<file path="src/hw/rtl/rtcb_pkg.sv">
// ----------------------------------------------------------------------------
// rtcb_pkg: shared types and constants for the RTC timestamp beacon packer
// Register map codes, payload structs, pipeline widths and calendar tables.
// ----------------------------------------------------------------------------
package rtcb_pkg;

    // calendar and time constants
    localparam logic [31:0] JDN_2000      = 32'd2451545;
    localparam logic [31:0] JDN_OFFSET    = 32'd32045;
    localparam logic [31:0] DAY_BIAS      = JDN_2000 + JDN_OFFSET;
    localparam logic [31:0] UNIX_AT_2000  = 32'd946684800;
    localparam int          RTC_HZ        = 32768;
    localparam logic [16:0] SECS_PER_DAY  = 17'd86400;
    localparam int          YEAR_BIAS     = 4800;
    localparam logic [12:0] YEAR_BASE     = 13'(2000 + YEAR_BIAS);
    localparam logic [9:0]  MS_PER_SEC    = 10'd1000;
    localparam logic [14:0] SYNC_DEFAULT  = 15'd255;
    localparam logic [6:0]  ASYNC_DEFAULT = 7'd127;
    localparam logic [3:0]  NIBBLE_MASK   = 4'hF;

    // reciprocal multipliers, exact over the ranges used
    localparam logic [12:0] DIV100_MUL    = 13'd5243;
    localparam int          DIV100_SHIFT  = 19;
    localparam logic [24:0] DIV1000_MUL   = 25'd17179870;
    localparam int          DIV1000_SHIFT = 34;

    // datapath widths
    localparam int FREQ_W     = 15;
    localparam int ASYNC_W    = 7;
    localparam int DIV_W      = 32;
    localparam int DIV_STEP   = 4;
    localparam int DIV_STAGES = DIV_W / DIV_STEP;
    localparam int MS_W       = 24;
    localparam int MSQ_W      = 15;
    localparam int SPT_W      = 8;

    // register indexes
    localparam logic [2:0] REG_STATION_ID = 3'd0;
    localparam logic [2:0] REG_EVENT_NUM  = 3'd1;
    localparam logic [2:0] REG_COUNTRY    = 3'd2;
    localparam logic [2:0] REG_RSSI       = 3'd3;
    localparam logic [2:0] REG_SYNC_PS    = 3'd4;
    localparam logic [2:0] REG_ASYNC_PS   = 3'd5;

    typedef struct packed {
        logic [11:0] station_id;
        logic [19:0] event_number;
        logic [7:0]  event_country;
        logic [7:0]  rssi_threshold;
        logic [14:0] sync_prescaler;
        logic [6:0]  async_prescaler;
    } cfg_t;

    typedef struct packed {
        logic [6:0]  year_in_century;
        logic [3:0]  month_num;
        logic [4:0]  day_of_month;
        logic [4:0]  hour_num;
        logic [5:0]  minute_num;
        logic [5:0]  second_num;
        logic [15:0] subsecond_count;
    } reading_t;

    typedef struct packed {
        logic [47:0] payload_bytes;
        logic        is_race_frame;
    } result_t;

    typedef struct packed {
        logic [DIV_W-1:0]  num_ms;
        logic [DIV_W-1:0]  num_spt;
        logic [FREQ_W-1:0] freq;
        logic [31:0]       cal;
    } div_item_t;

    typedef struct packed {
        logic [DIV_W-1:0] q_ms;
        logic [DIV_W-1:0] q_spt;
        logic [31:0]      cal;
    } div_res_t;

    // days before month m of a March-based year: (153*m + 2) / 5
    function automatic logic [8:0] month_days(input logic [3:0] m);
        logic [8:0] d;
        unique case (m)
            4'd0:    d = 9'd0;
            4'd1:    d = 9'd31;
            4'd2:    d = 9'd61;
            4'd3:    d = 9'd92;
            4'd4:    d = 9'd122;
            4'd5:    d = 9'd153;
            4'd6:    d = 9'd184;
            4'd7:    d = 9'd214;
            4'd8:    d = 9'd245;
            4'd9:    d = 9'd275;
            4'd10:   d = 9'd306;
            4'd11:   d = 9'd337;
            4'd12:   d = 9'd367;
            4'd13:   d = 9'd398;
            4'd14:   d = 9'd428;
            default: d = 9'd459;
        endcase
        return d;
    endfunction

endpackage

</file>
<file path="src/hw/rtl/rtcb_div.sv">
// ----------------------------------------------------------------------------
// rtcb_div: pipelined restoring divider, two lanes sharing one divisor
// Lane 0 gives milliseconds, lane 1 seconds per tick; four quotient bits per lane per stage.
// ----------------------------------------------------------------------------
module rtcb_div (
    input  logic                clk,
    input  logic                rst_n,
    input  logic                item_vld,
    input  rtcb_pkg::div_item_t item,
    output logic                res_vld,
    output rtcb_pkg::div_res_t  res
);

    localparam int N  = rtcb_pkg::DIV_STAGES;
    localparam int DW = rtcb_pkg::DIV_W;
    localparam int FW = rtcb_pkg::FREQ_W;

    typedef struct packed {
        logic [1:0][DW-1:0] dq;   // dividend bits shift out, quotient bits shift in
        logic [1:0][FW-1:0] rem;
        logic [FW-1:0]      freq;
        logic [31:0]        cal;
    } div_stage_t;

    div_stage_t     src     [N];
    div_stage_t     st_next [N];
    div_stage_t     st_reg  [N];
    logic [N-1:0]   vld_reg;

    always_comb
    begin
        src[0].dq[0] = item.num_ms;
        src[0].dq[1] = item.num_spt;
        src[0].rem   = '0;
        src[0].freq  = item.freq;
        src[0].cal   = item.cal;
        for (int s = 1; s < N; s++)
        begin
            src[s] = st_reg[s-1];
        end
    end

    always_comb
    begin
        div_stage_t  cur;
        logic [FW:0] tmp;
        for (int s = 0; s < N; s++)
        begin
            cur = src[s];
            for (int l = 0; l < 2; l++)
            begin
                for (int k = 0; k < rtcb_pkg::DIV_STEP; k++)
                begin
                    tmp = {cur.rem[l], cur.dq[l][DW-1]};
                    cur.dq[l] = {cur.dq[l][DW-2:0], 1'b0};
                    if (tmp >= {1'b0, cur.freq})
                    begin
                        cur.rem[l]   = FW'(tmp - {1'b0, cur.freq});
                        cur.dq[l][0] = 1'b1;
                    end
                    else
                    begin
                        cur.rem[l] = tmp[FW-1:0];
                    end
                end
            end
            st_next[s] = cur;
        end
    end

    always_ff @(posedge clk or negedge rst_n)
    begin
        if (!rst_n)
        begin
            vld_reg <= '0;
        end
        else
        begin
            vld_reg <= {vld_reg[N-2:0], item_vld};
        end
    end

    always_ff @(posedge clk)
    begin
        for (int s = 0; s < N; s++)
        begin
            st_reg[s] <= st_next[s];
        end
    end

    assign res_vld   = vld_reg[N-1];
    assign res.q_ms  = st_reg[N-1].dq[0];
    assign res.q_spt = st_reg[N-1].dq[1];
    assign res.cal   = st_reg[N-1].cal;

endmodule

</file>
<file path="config.mk">
export PLATFORM = sky130hd
export DESIGN_NAME = rtcb_div
export DESIGN_NICKNAME = d
export VERILOG_FILES = /design/src/hw/rtl/rtcb_pkg.sv /design/src/hw/rtl/rtcb_div.sv
export SDC_FILE = /design/constraint.sdc
export NUM_CORES = 2
export LEC_CHECK = 0
export BUFFER_PORTS_ARGS = -buffer_cell sky130_fd_sc_hd__buf_2
export CAP_MARGIN = 20
export CELL_PAD_IN_SITES_DETAIL_PLACEMENT = 0
export CELL_PAD_IN_SITES_GLOBAL_PLACEMENT = 1
export CORE_MARGIN = 1.5
export CORE_UTILIZATION = 45
export DETAILED_ROUTE_END_ITERATION = 7
export HOLD_SLACK_MARGIN = 0.03
export PLACE_DENSITY = 0.9
export SKIP_CTS_REPAIR_TIMING = 1
export SLEW_MARGIN = 20
export SYNTH_ARGS = -nofsm -noshare
export SYNTH_HDL_FRONTEND = slang
export SYNTH_SLANG_ARGS = --single-unit
</file>
<file path="constraint.sdc">
create_clock -name clk -period 9.95 [get_ports clk]
set_input_delay 1.4925 -clock clk [delete_from_list [all_inputs] [get_ports clk]]
set_output_delay 1.4925 -clock clk [all_outputs]
set_load 0.01 [all_outputs]
</file>
==> key figures <==
Floorplanning
  • Floorplan core area: roughly 160000 um2
  • Initial core utilization: 0.453
  • Num ports: 211
  • Row cnt: 147
  • Chip Height: just over 400 um
  • Die W: 405 um
  • Die ar.: ~160000 um2

Logic synthesis
  • Syn. warnings: 0
  • Register area share after synthesis: 0.301
  • EDFF count, synth: 0
  • Post-synthesis mux area share: 0.0705
  • Async set or reset register ratio after synthesis: 0.00733
  • Synth Area in Simple Gates: 0.146
  • Main flop type after synthesis: dfxtp_1
  • Synth Instances: around 8200
  • Synth Area in Compound Gates: 0.200
  • Synth Area in XOR/XNOR: 0.0729
  • Synth Area in Adders: 0.177
  • Post-Syn Area: between 70000 and 80000 um2
  • Syn Area/Cell: between 8 and 9 um2
  • Largest family of logic cells by synthesized area: compound AO/OA/AOI/OAI gates
  • Yosys reg bits: ~1100
  • Synth Net Count: 9274
  • Synth cell types: 101

Routing
  • ANT nets after route: 0
  • # DRC: 0
  • DR pass1 iterations: 6
  • DR WL/cell: 18.7 um
  • Routed WL: approximately 210 mm
  • Vias per cell: around 5.6
  • Via count: 64020
  • DRT iter0 DRCs: 4057

Critical path
  • CP Launch Type: register
  • Critical path type: reg2reg
  • CP max stage delay: approximately 0.5 ns
  • Crit-path slowest cell: dfxtp_1
  • WP data required: between 10 and 15 ns
  • Worst Path Arrival: 10.32 ns
  • Worst path most repeated cell: o31a_1
  • Crit-path max FO: 10
  • CP Capture Type: register

Finish
  • Final Net Count: 10198
  • # diodes: 0
  • Register area: 21900 um2
  • Area grow syn2layout: 19.4%
  • Fraction of layout cells with a size suffix above 1: 0.202
  • FILL cells: 14575
  • Utilization after layout: 0.541
  • Fin cells: 11352
  • Max reg flops: roughly 1100
  • Multi-input logic area: 49600 um2

Clocking
  • CTS Buffer Depth: 3
  • CTS buffer count: about 120
  • Clock Latency Late Sink: ~0.77 ns
  • CTS Sinks: ~1100
  • Clock root buffer: clkbuf_16
  • H-tree depth: 3
  • Clock slew at reported path FFs: 0.06 ns
  • CTS tree: built

Place
  • Routability cong.: 0.962
  • Cell Count Post-Placement: 11012
  • HPWL after DPL: 166 mm
  • IO buf count: between 200 and 250

Timing
  • Tmin final: 9.67 ns
  • Max-slew violations: 0
  • Hold slack: slightly below 0.3 ns
  • Slew Limit Headroom: 0.290
  • Worst Max-Slew Pin Slew: 1.06 ns
  • RSZ-0062 raised after global routing: true
  • Clock Skew: between 0.05 and 0.06 ns
  • Setup Total Neg Slack: 0 ns
  • Period utilisation layout: 0.972
  • Endpoints failing setup: 0
  • Final Hold Viols: 0
  • Max Freq: about 100 MHz

Global route
  • GRT Total Usage: 0.247
  • GRT Residual Overflow: 0
  • First-pass GRT wire length: between 300 and 400 mm
  • Largest net degree at the start of global routing: 26
  • Vias in the first global route: approximately 61000
  • Initial antenna violation count: 6

Run status
  • Status: completed

Worst hold path
  • Min-Delay Path Class: reg2reg

Run
  • Maxcap violations: 0
## worst max-delay path: cells and delay by family, from the launching register on
kind / cells / cell delay (ns)
flip-flops: 1 / 0.50
AO/OA/AOI/OAI: 23 / 4.79
multiplexers: 4 / 1.29
buffers and inverters: 5 / 0.89
AND/OR/NAND/NOR: 6 / 0.72
adder cells (fa/ha/maj): 4 / 1.34
## synth_stat cells (all sizes together), types with 32 or more instances
master / number / area, um2
o21a: 180 / 1350
o31ai: 68 / 524
nand2: 515 / 1930
nor2: 595 / 2230
nor2b: 146 / 913
buf: 50 / 270
nand3: 129 / 651
clkbuf: 76 / 285
nor3: 164 / 821
inv: 467 / 1750
mux2i: 99 / 1010
a21oi: 602 / 3020
a21o: 215 / 1610
o211ai: 54 / 405
dfxtp: 1083 / 21700
nor4: 42 / 278
and3: 50 / 313
a31o: 36 / 315
nand2b: 147 / 920
mux2: 365 / 4120
xnor2: 389 / 3410
or3: 63 / 394
xor2: 216 / 1890
or2: 56 / 350
o21bai: 45 / 338
o21ai: 555 / 2790
nand4: 154 / 963
o31a: 52 / 455
a211oi: 73 / 613
a31oi: 63 / 422
ha: 934 / 11700
and2: 32 / 200
fa: 60 / 1200
a21boi: 45 / 338
## layout make-up
| type | count | share of cell area |
|---|---|---|
| Multi-Input combinational cell | 6483 | 0.571 |
| Timing Repair Buffer | 928 | 0.0769 |
| Clock buffer | 143 | 0.0358 |
| Inverter | 471 | 0.0210 |
| Sequential cell | 1091 | 0.253 |
| Clock inverter | 76 | 0.0116 |
| Tap cell | 2160 | 0.0311 |
## cells by family after synthesis
group,count (synthesis)
AO/OA/AOI/OAI,2248
AND/OR/NAND/NOR,2167
flip-flops,1091
buffers and inverters,597
multiplexers,464
XOR/XNOR,605
adder cells (fa/ha/maj),994
## stage by stage
| step | setup slack (ns) | area (um2) |
|---|---|---|
| 2_1_floorplan | 0.00300 | 72800 |
| 3_3_place_gp | -0.360 | 80600 |
| 3_5_place_dp | -0.432 | 80600 |
| 4_1_cts | -0.343 | 84700 |
| 5_1_grt | -0.106 | 86800 |
| 6_report | 0.278 | 86800 |
## placed cells by master (no fill, tap or decap), types with 215 or more instances in the layout
cell type / netlist / routed
nor2_1: 595 / 595
xor2_1: 216 / 216
a21o_1: 215 / 215
mux2_2: 351 / 346
nand2_1: 515 / 512
ha_1: 934 / 919
dfxtp_1: 1083 / 1063
buf_4: 6 / 684
o21ai_0: 544 / 481
a21oi_1: 599 / 559
xnor2_1: 389 / 389
inv_1: 461 / 441
## final timing paths
path / startpoint / endpoint / slack [ns] / cells past startpoint
max in group asynchronous: rst_n / vld_reg[0] / 9.22 / 1
min: st_reg[0][309] / st_reg[0][450] / 0.29 / 0
max reg2reg: st_reg[0][41] / st_reg[0][212] / 0.28 / 42
min reg2reg: st_reg[0][309] / st_reg[0][450] / 0.29 / 0
max: st_reg[0][41] / st_reg[0][212] / 0.28 / 42
min in group asynchronous: rst_n / vld_reg[7] / 0.56 / 1
## metal layers
layer	GRT usage	wire (um)	up-vias
li1	-	-	31623
met1	0.306	91200	30185
met2	0.424	100000	1694
met3	0.0300	10000	518
met4	0.116	10300	0
met5	0	0	-
Power is left out: the tool's default activity adds up to more than one toggle a clock period on the data nets, which glitch-free logic cannot reach.
