### src/hw/rtl/rtcb_pkg.sv
// ----------------------------------------------------------------------------
// rtcb_pkg: shared types and constants for the RTC timestamp beacon packer
// Register map codes, payload structs, pipeline widths and calendar tables.
// ----------------------------------------------------------------------------
package rtcb_pkg;

    // calendar and time constants
    localparam logic [31:0] JDN_2000      = 32'd2451545;
    localparam logic [31:0] JDN_OFFSET    = 32'd32045;
    localparam logic [31:0] DAY_BIAS      = JDN_2000 + JDN_OFFSET;
    localparam logic [31:0] UNIX_AT_2000  = 32'd946684800;
    localparam int          RTC_HZ        = 32768;
    localparam logic [16:0] SECS_PER_DAY  = 17'd86400;
    localparam int          YEAR_BIAS     = 4800;
    localparam logic [12:0] YEAR_BASE     = 13'(2000 + YEAR_BIAS);
    localparam logic [9:0]  MS_PER_SEC    = 10'd1000;
    localparam logic [14:0] SYNC_DEFAULT  = 15'd255;
    localparam logic [6:0]  ASYNC_DEFAULT = 7'd127;
    localparam logic [3:0]  NIBBLE_MASK   = 4'hF;

    // reciprocal multipliers, exact over the ranges used
    localparam logic [12:0] DIV100_MUL    = 13'd5243;
    localparam int          DIV100_SHIFT  = 19;
    localparam logic [24:0] DIV1000_MUL   = 25'd17179870;
    localparam int          DIV1000_SHIFT = 34;

    // datapath widths
    localparam int FREQ_W     = 15;
    localparam int ASYNC_W    = 7;
    localparam int DIV_W      = 32;
    localparam int DIV_STEP   = 4;
    localparam int DIV_STAGES = DIV_W / DIV_STEP;
    localparam int MS_W       = 24;
    localparam int MSQ_W      = 15;
    localparam int SPT_W      = 8;

    // register indexes
    localparam logic [2:0] REG_STATION_ID = 3'd0;
    localparam logic [2:0] REG_EVENT_NUM  = 3'd1;
    localparam logic [2:0] REG_COUNTRY    = 3'd2;
    localparam logic [2:0] REG_RSSI       = 3'd3;
    localparam logic [2:0] REG_SYNC_PS    = 3'd4;
    localparam logic [2:0] REG_ASYNC_PS   = 3'd5;

    typedef struct packed {
        logic [11:0] station_id;
        logic [19:0] event_number;
        logic [7:0]  event_country;
        logic [7:0]  rssi_threshold;
        logic [14:0] sync_prescaler;
        logic [6:0]  async_prescaler;
    } cfg_t;

    typedef struct packed {
        logic [6:0]  year_in_century;
        logic [3:0]  month_num;
        logic [4:0]  day_of_month;
        logic [4:0]  hour_num;
        logic [5:0]  minute_num;
        logic [5:0]  second_num;
        logic [15:0] subsecond_count;
    } reading_t;

    typedef struct packed {
        logic [47:0] payload_bytes;
        logic        is_race_frame;
    } result_t;

    typedef struct packed {
        logic [DIV_W-1:0]  num_ms;
        logic [DIV_W-1:0]  num_spt;
        logic [FREQ_W-1:0] freq;
        logic [31:0]       cal;
    } div_item_t;

    typedef struct packed {
        logic [DIV_W-1:0] q_ms;
        logic [DIV_W-1:0] q_spt;
        logic [31:0]      cal;
    } div_res_t;

    // days before month m of a March-based year: (153*m + 2) / 5
    function automatic logic [8:0] month_days(input logic [3:0] m);
        logic [8:0] d;
        unique case (m)
            4'd0:    d = 9'd0;
            4'd1:    d = 9'd31;
            4'd2:    d = 9'd61;
            4'd3:    d = 9'd92;
            4'd4:    d = 9'd122;
            4'd5:    d = 9'd153;
            4'd6:    d = 9'd184;
            4'd7:    d = 9'd214;
            4'd8:    d = 9'd245;
            4'd9:    d = 9'd275;
            4'd10:   d = 9'd306;
            4'd11:   d = 9'd337;
            4'd12:   d = 9'd367;
            4'd13:   d = 9'd398;
            4'd14:   d = 9'd428;
            default: d = 9'd459;
        endcase
        return d;
    endfunction

endpackage

### src/hw/rtl/rtcb_pack.sv
// ----------------------------------------------------------------------------
// rtcb_pack: Unix time assembly and beacon payload packing
// Three stages: tick scaling, Unix time, tenths and frame select.
// ----------------------------------------------------------------------------
module rtcb_pack (
    input  logic               clk,
    input  logic               rst_n,
    input  logic               res_vld,
    input  rtcb_pkg::div_res_t res,
    input  rtcb_pkg::cfg_t     cfg,
    output logic               done,
    output rtcb_pkg::result_t  result
);

    localparam int MSW  = rtcb_pkg::MS_W;
    localparam int MSQW = rtcb_pkg::MSQ_W;
    localparam int SW   = rtcb_pkg::SPT_W;
    localparam int PW   = MSW + 25;

    // stage 1: cal * seconds per tick, ms / 1000 by reciprocal
    logic [SW-1:0]   spt;
    logic [PW-1:0]   msq_prod;

    logic            p1_vld_reg;
    logic [31:0]     p1_prod_reg;
    logic [MSQW-1:0] p1_msq_reg;
    logic [MSW-1:0]  p1_ms_reg;

    always_comb
    begin
        spt = (res.q_spt[SW-1:0] == '0) ? SW'(1) : res.q_spt[SW-1:0];
        msq_prod = PW'(res.q_ms[MSW-1:0]) * PW'(rtcb_pkg::DIV1000_MUL);
    end

    always_ff @(posedge clk or negedge rst_n)
    begin
        if (!rst_n)
        begin
            p1_vld_reg <= 1'b0;
        end
        else
        begin
            p1_vld_reg <= res_vld;
        end
    end

    always_ff @(posedge clk)
    begin
        p1_prod_reg <= res.cal * 32'(spt);
        p1_msq_reg  <= msq_prod[PW-1:rtcb_pkg::DIV1000_SHIFT];
        p1_ms_reg   <= res.q_ms[MSW-1:0];
    end

    // stage 2: Unix time and ms remainder
    logic [9:0]  rem_next;
    logic [31:0] unix_next;

    logic        p2_vld_reg;
    logic [9:0]  p2_rem_reg;
    logic [31:0] p2_unix_reg;

    always_comb
    begin
        rem_next  = 10'(p1_ms_reg - MSW'(MSW'(p1_msq_reg) * MSW'(rtcb_pkg::MS_PER_SEC)));
        unix_next = rtcb_pkg::UNIX_AT_2000 + p1_prod_reg + 32'(p1_msq_reg);
    end

    always_ff @(posedge clk or negedge rst_n)
    begin
        if (!rst_n)
        begin
            p2_vld_reg <= 1'b0;
        end
        else
        begin
            p2_vld_reg <= p1_vld_reg;
        end
    end

    always_ff @(posedge clk)
    begin
        p2_rem_reg  <= rem_next;
        p2_unix_reg <= unix_next;
    end

    // stage 3: tenths and frame select
    logic [22:0]       tprod;
    logic [3:0]        tenths;
    rtcb_pkg::result_t result_next;
    rtcb_pkg::result_t result_reg;
    logic              done_reg;

    always_comb
    begin
        tprod  = 23'(p2_rem_reg) * 23'(rtcb_pkg::DIV100_MUL);
        tenths = tprod[rtcb_pkg::DIV100_SHIFT+3:rtcb_pkg::DIV100_SHIFT] & rtcb_pkg::NIBBLE_MASK;
        result_next.is_race_frame = (cfg.station_id == '0);
        if (result_next.is_race_frame)
        begin
            result_next.payload_bytes = {12'h000, cfg.event_number,
                                         cfg.event_country, cfg.rssi_threshold};
        end
        else
        begin
            result_next.payload_bytes = {cfg.station_id, tenths, p2_unix_reg};
        end
    end

    always_ff @(posedge clk or negedge rst_n)
    begin
        if (!rst_n)
        begin
            done_reg <= 1'b0;
        end
        else
        begin
            done_reg <= p2_vld_reg;
        end
    end

    always_ff @(posedge clk)
    begin
        result_reg <= result_next;
    end

    assign done   = done_reg;
    assign result = result_reg;

endmodule

### config.mk
export PLATFORM = sky130hd
export DESIGN_NAME = rtcb_pack
export DESIGN_NICKNAME = d
export VERILOG_FILES = /design/src/hw/rtl/rtcb_pkg.sv /design/src/hw/rtl/rtcb_pack.sv
export SDC_FILE = /design/constraint.sdc
export NUM_CORES = 1
export LEC_CHECK = 0
export BUFFER_PORTS_ARGS = -buffer_cell sky130_fd_sc_hd__buf_2
export CAP_MARGIN = 40
export CORE_MARGIN = 3
export CORE_UTILIZATION = 60
export CTS_BUF_LIST = sky130_fd_sc_hd__clkbuf_4
export DETAILED_ROUTE_END_ITERATION = 6
export PLACE_DENSITY = 0.81
export SYNTH_ARGS = -nofsm -noshare
export SYNTH_HDL_FRONTEND = slang
export SYNTH_SLANG_ARGS = --single-unit
### constraint.sdc
create_clock -name clk -period 6.5 [get_ports clk]
set_clock_uncertainty 0.05 [all_clocks]
set_input_delay 0 -clock clk [delete_from_list [all_inputs] [get_ports clk]]
set_output_delay 0 -clock clk [all_outputs]
set_load 0.005 [all_outputs]
==> results of run 1 <==
-- cells in the mapped netlist (7+ instances only) --
master | number | area, sq um
a211oi_1 | 8 | 60.1
a21o_1 | 25 | 188
a21oi_1 | 66 | 330
a31oi_1 | 10 | 62.6
and2_1 | 170 | 1060
and3_1 | 12 | 75.1
clkbuf_1 | 41 | 154
dfxtp_1 | 148 | 2960
fa_1 | 370 | 7410
ha_1 | 427 | 5340
inv_1 | 619 | 2320
nand2_1 | 155 | 582
nand2b_1 | 10 | 62.6
nand3_1 | 17 | 85.1
nand4_1 | 7 | 43.8
nor2_1 | 39 | 146
nor2b_1 | 38 | 238
nor3_1 | 9 | 45.0
o21a_1 | 9 | 67.6
o21ai_0 | 30 | 150
xnor2_1 | 75 | 657
xor2_1 | 20 | 175
-- critical path: cells and delay by family --
family                     cells  cell delay [ns]
AOI/OAI and AO/OA              5             1.40
xor gates and xnor gates       1             0.13
and+or+nand+nor                3             0.53
adders and majority gates      8             3.55
buffers and inverters          6             0.87
-- worst max-delay path by stage --
stage	cells after the start	slack, ns	end	start
finish	23	0.42	p1_msq_reg[12]	res[87]
CTS	23	0.56	p1_msq_reg[12]	res[87]
floorplan	21	1.23	p1_msq_reg[13]	res[85]
global route	23	0.13	p1_msq_reg[12]	res[87]
detailed placement	22	0.31	p1_msq_reg[12]	res[85]
global placement	22	0.45	p1_msq_reg[13]	res[85]
-- kinds of logic after synthesis --
kind of cell,Yosys count,synth area share (%)
XOR/XNOR,95,3.62
buffers and inverters,662,10.8
AO/OA/AOI/OAI,202,5.94
flip-flops,151,13.2
AND/OR/NAND/NOR,480,10.9
adder cells (fa/ha/maj),797,55.5
-- per-layer routing --
| metal | global-route usage [%] | vias to the layer above | share of wire (%) |
|---|---|---|---|
| met5 | 0 | - | 0.014 |
| met4 | 6.88 | 2 | 2.2 |
| met3 | 4.08 | 101 | 5.3 |
| met2 | 45.1 | 441 | 48 |
| met1 | 34.7 | 8036 | 44 |
| li1 | - | 7782 | - |
-- per-stage QoR --
step           area (sq um)  util, %  hold slack, ns
4_1_cts               25400     67.3         0.00371
5_1_grt               25400     67.4          0.0146
6_report              25400     67.4          0.0751
3_3_place_gp          24400     64.6          -0.255
2_1_floorplan         23000        -          -0.346
3_5_place_dp          24400     64.6          -0.254
-- repair_timing --
action	in CTS	in global routing
hold buffers	72	2
setup buffers	0	0
endpoints found under the setup margin	0	0
hold endpoints to repair	67	2
-- cells in the final DEF (no fill, tap or decap), types with 3 or more instances in the layout --
cell type and count:
inv_1 619, nor2_1 39, fa_1 370, a211oi_1 8, dlygate4sd3_1 74, nand4_1 7
nor4_1 5, and2_1 170, o21bai_1 5, o21ai_0 30, o211ai_1 5, o21ai_1 3
o2111ai_1 3, clkbuf_4 17, buf_4 12, inv_6 5, buf_2 164, a21o_1 25
or2_2 6, a21oi_1 65, xor2_1 20, nand2_1 155, a221o_1 3, a31oi_1 10
xnor2_1 75, and3_1 12, a21boi_0 5, nand3_1 17, nand2b_1 10, inv_8 4
a21oi_2 5, a22oi_1 3, nor2b_1 38, dfxtp_1 148, dfrtp_1 3, ha_1 427
nor3_1 9, and4_1 3, o21a_1 9
-- final cells by class --
cell class                 instances  area (sq um)  share of cell area [%]
multi-input combinational       1574         17500                    68.6
sequential                       151          3040                    11.9
inverter                         620          2330                    9.15
timing repair buffer             251          1670                    6.55
tap                              511           639                    2.51
clock inverter                    15           179                   0.703
clock buffer                      17           128                   0.502
antenna                            1          2.50                 0.00983
==> impl_metrics.csv, run 1 <==
group,metric,value,unit
hold_path,hold_path_class,"in2reg",
clock_network,cts_htree_levels,4,
synth,yosysSeqAreaShare,13.2,%
clock_network,ctsResizeCount,0,
setup_path,cp.required,6.92,ns
setup_path,crit_path_end_kind,"register",
clock_network,cts_tree,"done",
run,max-cap-violations,0,
layout,fin_nets,3581,
sta,setup_violations,0,
sta,relSlewSlack,59.6,%
sta,rsz0062_at_grt,"no",
clock_network,root_buffer,"clkbuf_4",
hold_path,whs_endpoint,"result[44]",
grt,grt_util_all_layers,26.2,%
floorplan,die_h,202,um
sta,fin_setup_tns,0,ns
setup_path,start_kind,"input port",
floorplan,row_count,71,
setup_path,slowest_stage,"dlygate4sd3_1",
route,drcViolationCount,0,
setup_path,crit_fanout,5,
route,drt_pass1_iterations,5,
clock_network,cts_buffers,17,
clock_network,clk_latency,0.54,ns
clock_network,clk_pin_slew,0.14,ns
setup_path,r2r_start,"p2_rem_reg[7]",
hold_path,hold_depth,2,
route,wirelength,50.7,mm
setup_path,crit_chain,"dlygate4sd3_1 -> buf_2 -> fa_1 -> inv_1 -> fa_1 -> inv_1 -> ha_1 -> fa_1 -> fa_1 -> fa_1 -> inv_1 -> fa_1 -> inv_1 -> ha_1 -> a211oi_1 -> o21ai_0 -> o21ai_0 -> nand3_1 -> o21ai_0 -> o211ai_1 -> and3_1 -> nor2_1 -> xnor2_1",
synth,synth_ff_type,"dfxtp_1",
synth,ys_ff_latch,151,
grt,grt_overflow,0,
synth,synth.distinct_cells,62,
synth,yosysWarningCount,0,
sta,max_freq,165,MHz
layout,syn_to_final_growth,10.7,%
synth,syn_avg_cell_area,9.63,sq um
placement,detailed_place_hpwl,41.4,mm
setup_path,rrSetupSlack,1.30,ns
placement,routabilityCongestion,0.929,
synth,synth_nets,3353,
synth,syn_inst,2387,
clock_network,clkSinkCount,151,
hold_path,worstHoldStart,"cfg[65]",
layout,largest_reg_flops,49,
layout,layout-drive-gt1-share,8.90,%
setup_path,cpPeakStageDelay,0.53,ns
grt,grt_pass1_wl,87.3,mm
synth,synth_edf_count,0,
grt,grt_max_degree,40,
placement,portBuffers,164,
floorplan,coreArea,0.0378,sq mm
route,wl_per_cell,16.1,um
clock_network,clock_path_buffers,2,
setup_path,rr_worst_depth,17,
setup_path,rr_endpoint,"result[36]",
floorplan,initial_utilization,60.9,%
run_status,outcome,"completed",
setup_path,critical_path_arrival,6.49,ns
floorplan,die_area,0.0407,sq mm
sta,final-max-slew-violation-count,0,
floorplan,ios,219,
placement,placed_cells,3032,
sta,finalWorstSetupSlack,0.423,ns
sta,tightestPinTransition,0.599,ns
synth,netlist_area,0.0230,sq mm
route,first_iter_violations,780,
sta,layout_min_cycle_time,6.08,ns
route,antenna_left,0,
setup_path,crit_type,"in2reg",
synth,async_reset_ff_share,1.99,%
route,vias,16400,
route,vias_per_cell,5.21,
layout,final_cells,3140,
floorplan,die-width,202,um
placement,pre_cts_ws,0.309,ns
grt,grt_pass1_vias,18200,
sta,post-route-period-util,93.5,%
setup_path,cpMostUsedCell,"fa_1",
sta,finalHoldViolations,0,
layout,nFillCells,2802,
grt,grt_antenna_before_repair,2,
Power of run 1 is left out: the tool's default activity adds up to more than one toggle a clock period on the data nets, which glitch-free logic cannot reach.
==> inputs of run 2 (changes only) <==
- RECOVER_POWER: not set -> 25
==> run 2 against run 1 <==
  * Register-to-register slack hardly changed
  * Global-route usage is the same
  * Via count barely moved
  * Sequential cell count did not move
  * Cell count unchanged
  * Utilization down 0.10 points
  * Critical path depth did not move
  * Die area unchanged
  * Critical path type unchanged
  * Critical endpoint unchanged
==> impl_metrics.csv, run 2 (synthesized netlist as in run 1, its figures left out) <==
group,metric,value,unit
setup_path,slowest_stage,"dlygate4sd3_1",
grt,grt_pass1_wl,87.3,mm
clock_network,cts_tree,"done",
placement,pre_cts_ws,0.309,ns
sta,rsz0062_at_grt,"no",
clock_network,cts_buffers,17,
grt,grt_antenna_before_repair,2,
floorplan,die_h,202,um
clock_network,root_buffer,"clkbuf_4",
route,wirelength,50.6,mm
setup_path,cp.required,6.92,ns
placement,routabilityCongestion,0.929,
route,drcViolationCount,0,
floorplan,initial_utilization,60.9,%
sta,finalHoldViolations,0,
route,vias_per_cell,5.21,
run_status,outcome,"completed",
clock_network,clkSinkCount,151,
placement,portBuffers,164,
layout,layout-drive-gt1-share,7.95,%
sta,relSlewSlack,12.0,%
floorplan,coreArea,0.0378,sq mm
placement,detailed_place_hpwl,41.4,mm
clock_network,clock_path_buffers,2,
setup_path,start_kind,"input port",
floorplan,row_count,71,
sta,setup_violations,0,
route,antenna_left,0,
layout,syn_to_final_growth,10.5,%
clock_network,clk_pin_slew,0.13,ns
layout,layout_common_cells,"inv_1 (619), ha_1 (427), fa_1 (370)",
run,max-cap-violations,0,
sta,layout_min_cycle_time,6.08,ns
sta,finalWorstSetupSlack,0.421,ns
floorplan,ios,219,
floorplan,die_area,0.0407,sq mm
grt,grt_pass1_vias,18200,
route,wl_per_cell,16.1,um
layout,finalCoreUtilization,67.3,%
grt,grt_overflow,0,
placement,placed_cells,3032,
clock_network,cts.hold.buffers_added,72,
setup_path,crit_type,"in2reg",
setup_path,crit_path_end_kind,"register",
route,first_iter_violations,746,
setup_path,critical_path_arrival,6.50,ns
sta,final-max-slew-violation-count,0,
setup_path,cpMostUsedCell,"fa_1",
clock_network,cts_htree_levels,4,
layout,largest_reg_flops,49,
setup_path,cpLargestDelayFamily,"adder cells",
grt,grt_util_all_layers,26.2,%
floorplan,die-width,202,um
sta,post-route-period-util,93.5,%
setup_path,crit_chain,"dlygate4sd3_1 -> buf_2 -> fa_1 -> inv_1 -> fa_1 -> inv_1 -> ha_1 -> fa_1 -> fa_1 -> fa_1 -> inv_1 -> fa_1 -> inv_1 -> ha_1 -> a211oi_1 -> o21ai_0 -> o21ai_0 -> nand3_1 -> o21ai_0 -> o211ai_1 -> and3_1 -> nor2_1 -> xnor2_1",
layout,final_common_cell,"inv_1",
setup_path,cp_num_buf_inv,6,
clock_network,clk_latency,0.54,ns
route,vias,16300,
sta,tightestPinTransition,1.32,ns
route,drt_pass1_iterations,5,
setup_path,crit_fanout,5,
layout,fin_nets,3581,
sta,max_freq,165,MHz
hold_path,hold_path_class,"in2reg",
grt,grt_max_degree,40,
layout,final_cells,3140,
setup_path,cpPeakStageDelay,0.53,ns
clock_network,ctsResizeCount,0,
clock_network,cts_setup_buffers,0,
sta,fin_setup_tns,0,ns
run 2: path summary, 6_finish.rpt:
| kind | to | slack (ns) | depth (start not counted) | startpoint |
|---|---|---|---|---|
| worst max-delay path | p1_msq_reg[12] | 0.42 | 23 | res[87] |
| worst min-delay path | p1_prod_reg[31] | 0.08 | 5 | res[31] |
| worst max register to register | result[36] | 1.30 | 17 | p2_rem_reg[7] |
| worst min register to register | p2_rem_reg[1] | 0.30 | 0 | p1_ms_reg[1] |
| max in group asynchronous | p2_vld_reg | 6.00 | 3 | rst_n |
| min in group asynchronous | p1_vld_reg | 0.26 | 3 | rst_n |
run 2: stage by stage:
step / instance area [sq um] / hold slack, ns
3_5_place_dp: 24400 / -0.254
5_1_grt: 25400 / 0.0375
6_report: 25400 / 0.0765
2_1_floorplan: 23000 / -0.346
3_3_place_gp: 24400 / -0.255
4_1_cts: 25400 / 0.00371
run 2: metal layers:
metal	GRT usage [%]	vias up	routed length, um
li1	-	7781	-
met1	34.7	8037	22600
met2	45.1	430	24400
met3	4.08	99	2500
met4	6.88	2	1080
met5	0	-	7
run 2: worst register-to-register path, delay by kind of cell (launching register included):
family	cells	cell delay [ns]
AOI/OAI and AO/OA	5	1.33
xor gates and xnor gates	1	0.15
adders and majority gates	6	2.85
buffers and inverters	4	0.20
DFF	1	0.41
and+or+nand+nor	1	0.11
run 2: layout make-up:
cell class,instances,area (sq um)
clock inverter,15,179
multi-input combinational,1574,17500
clock buffer,17,128
antenna,1,2.50
tap,511,639
sequential,151,3040
fill,2822,12300
inverter,620,2330
timing repair buffer,251,1630
Power of run 2 is left out for the same reason.
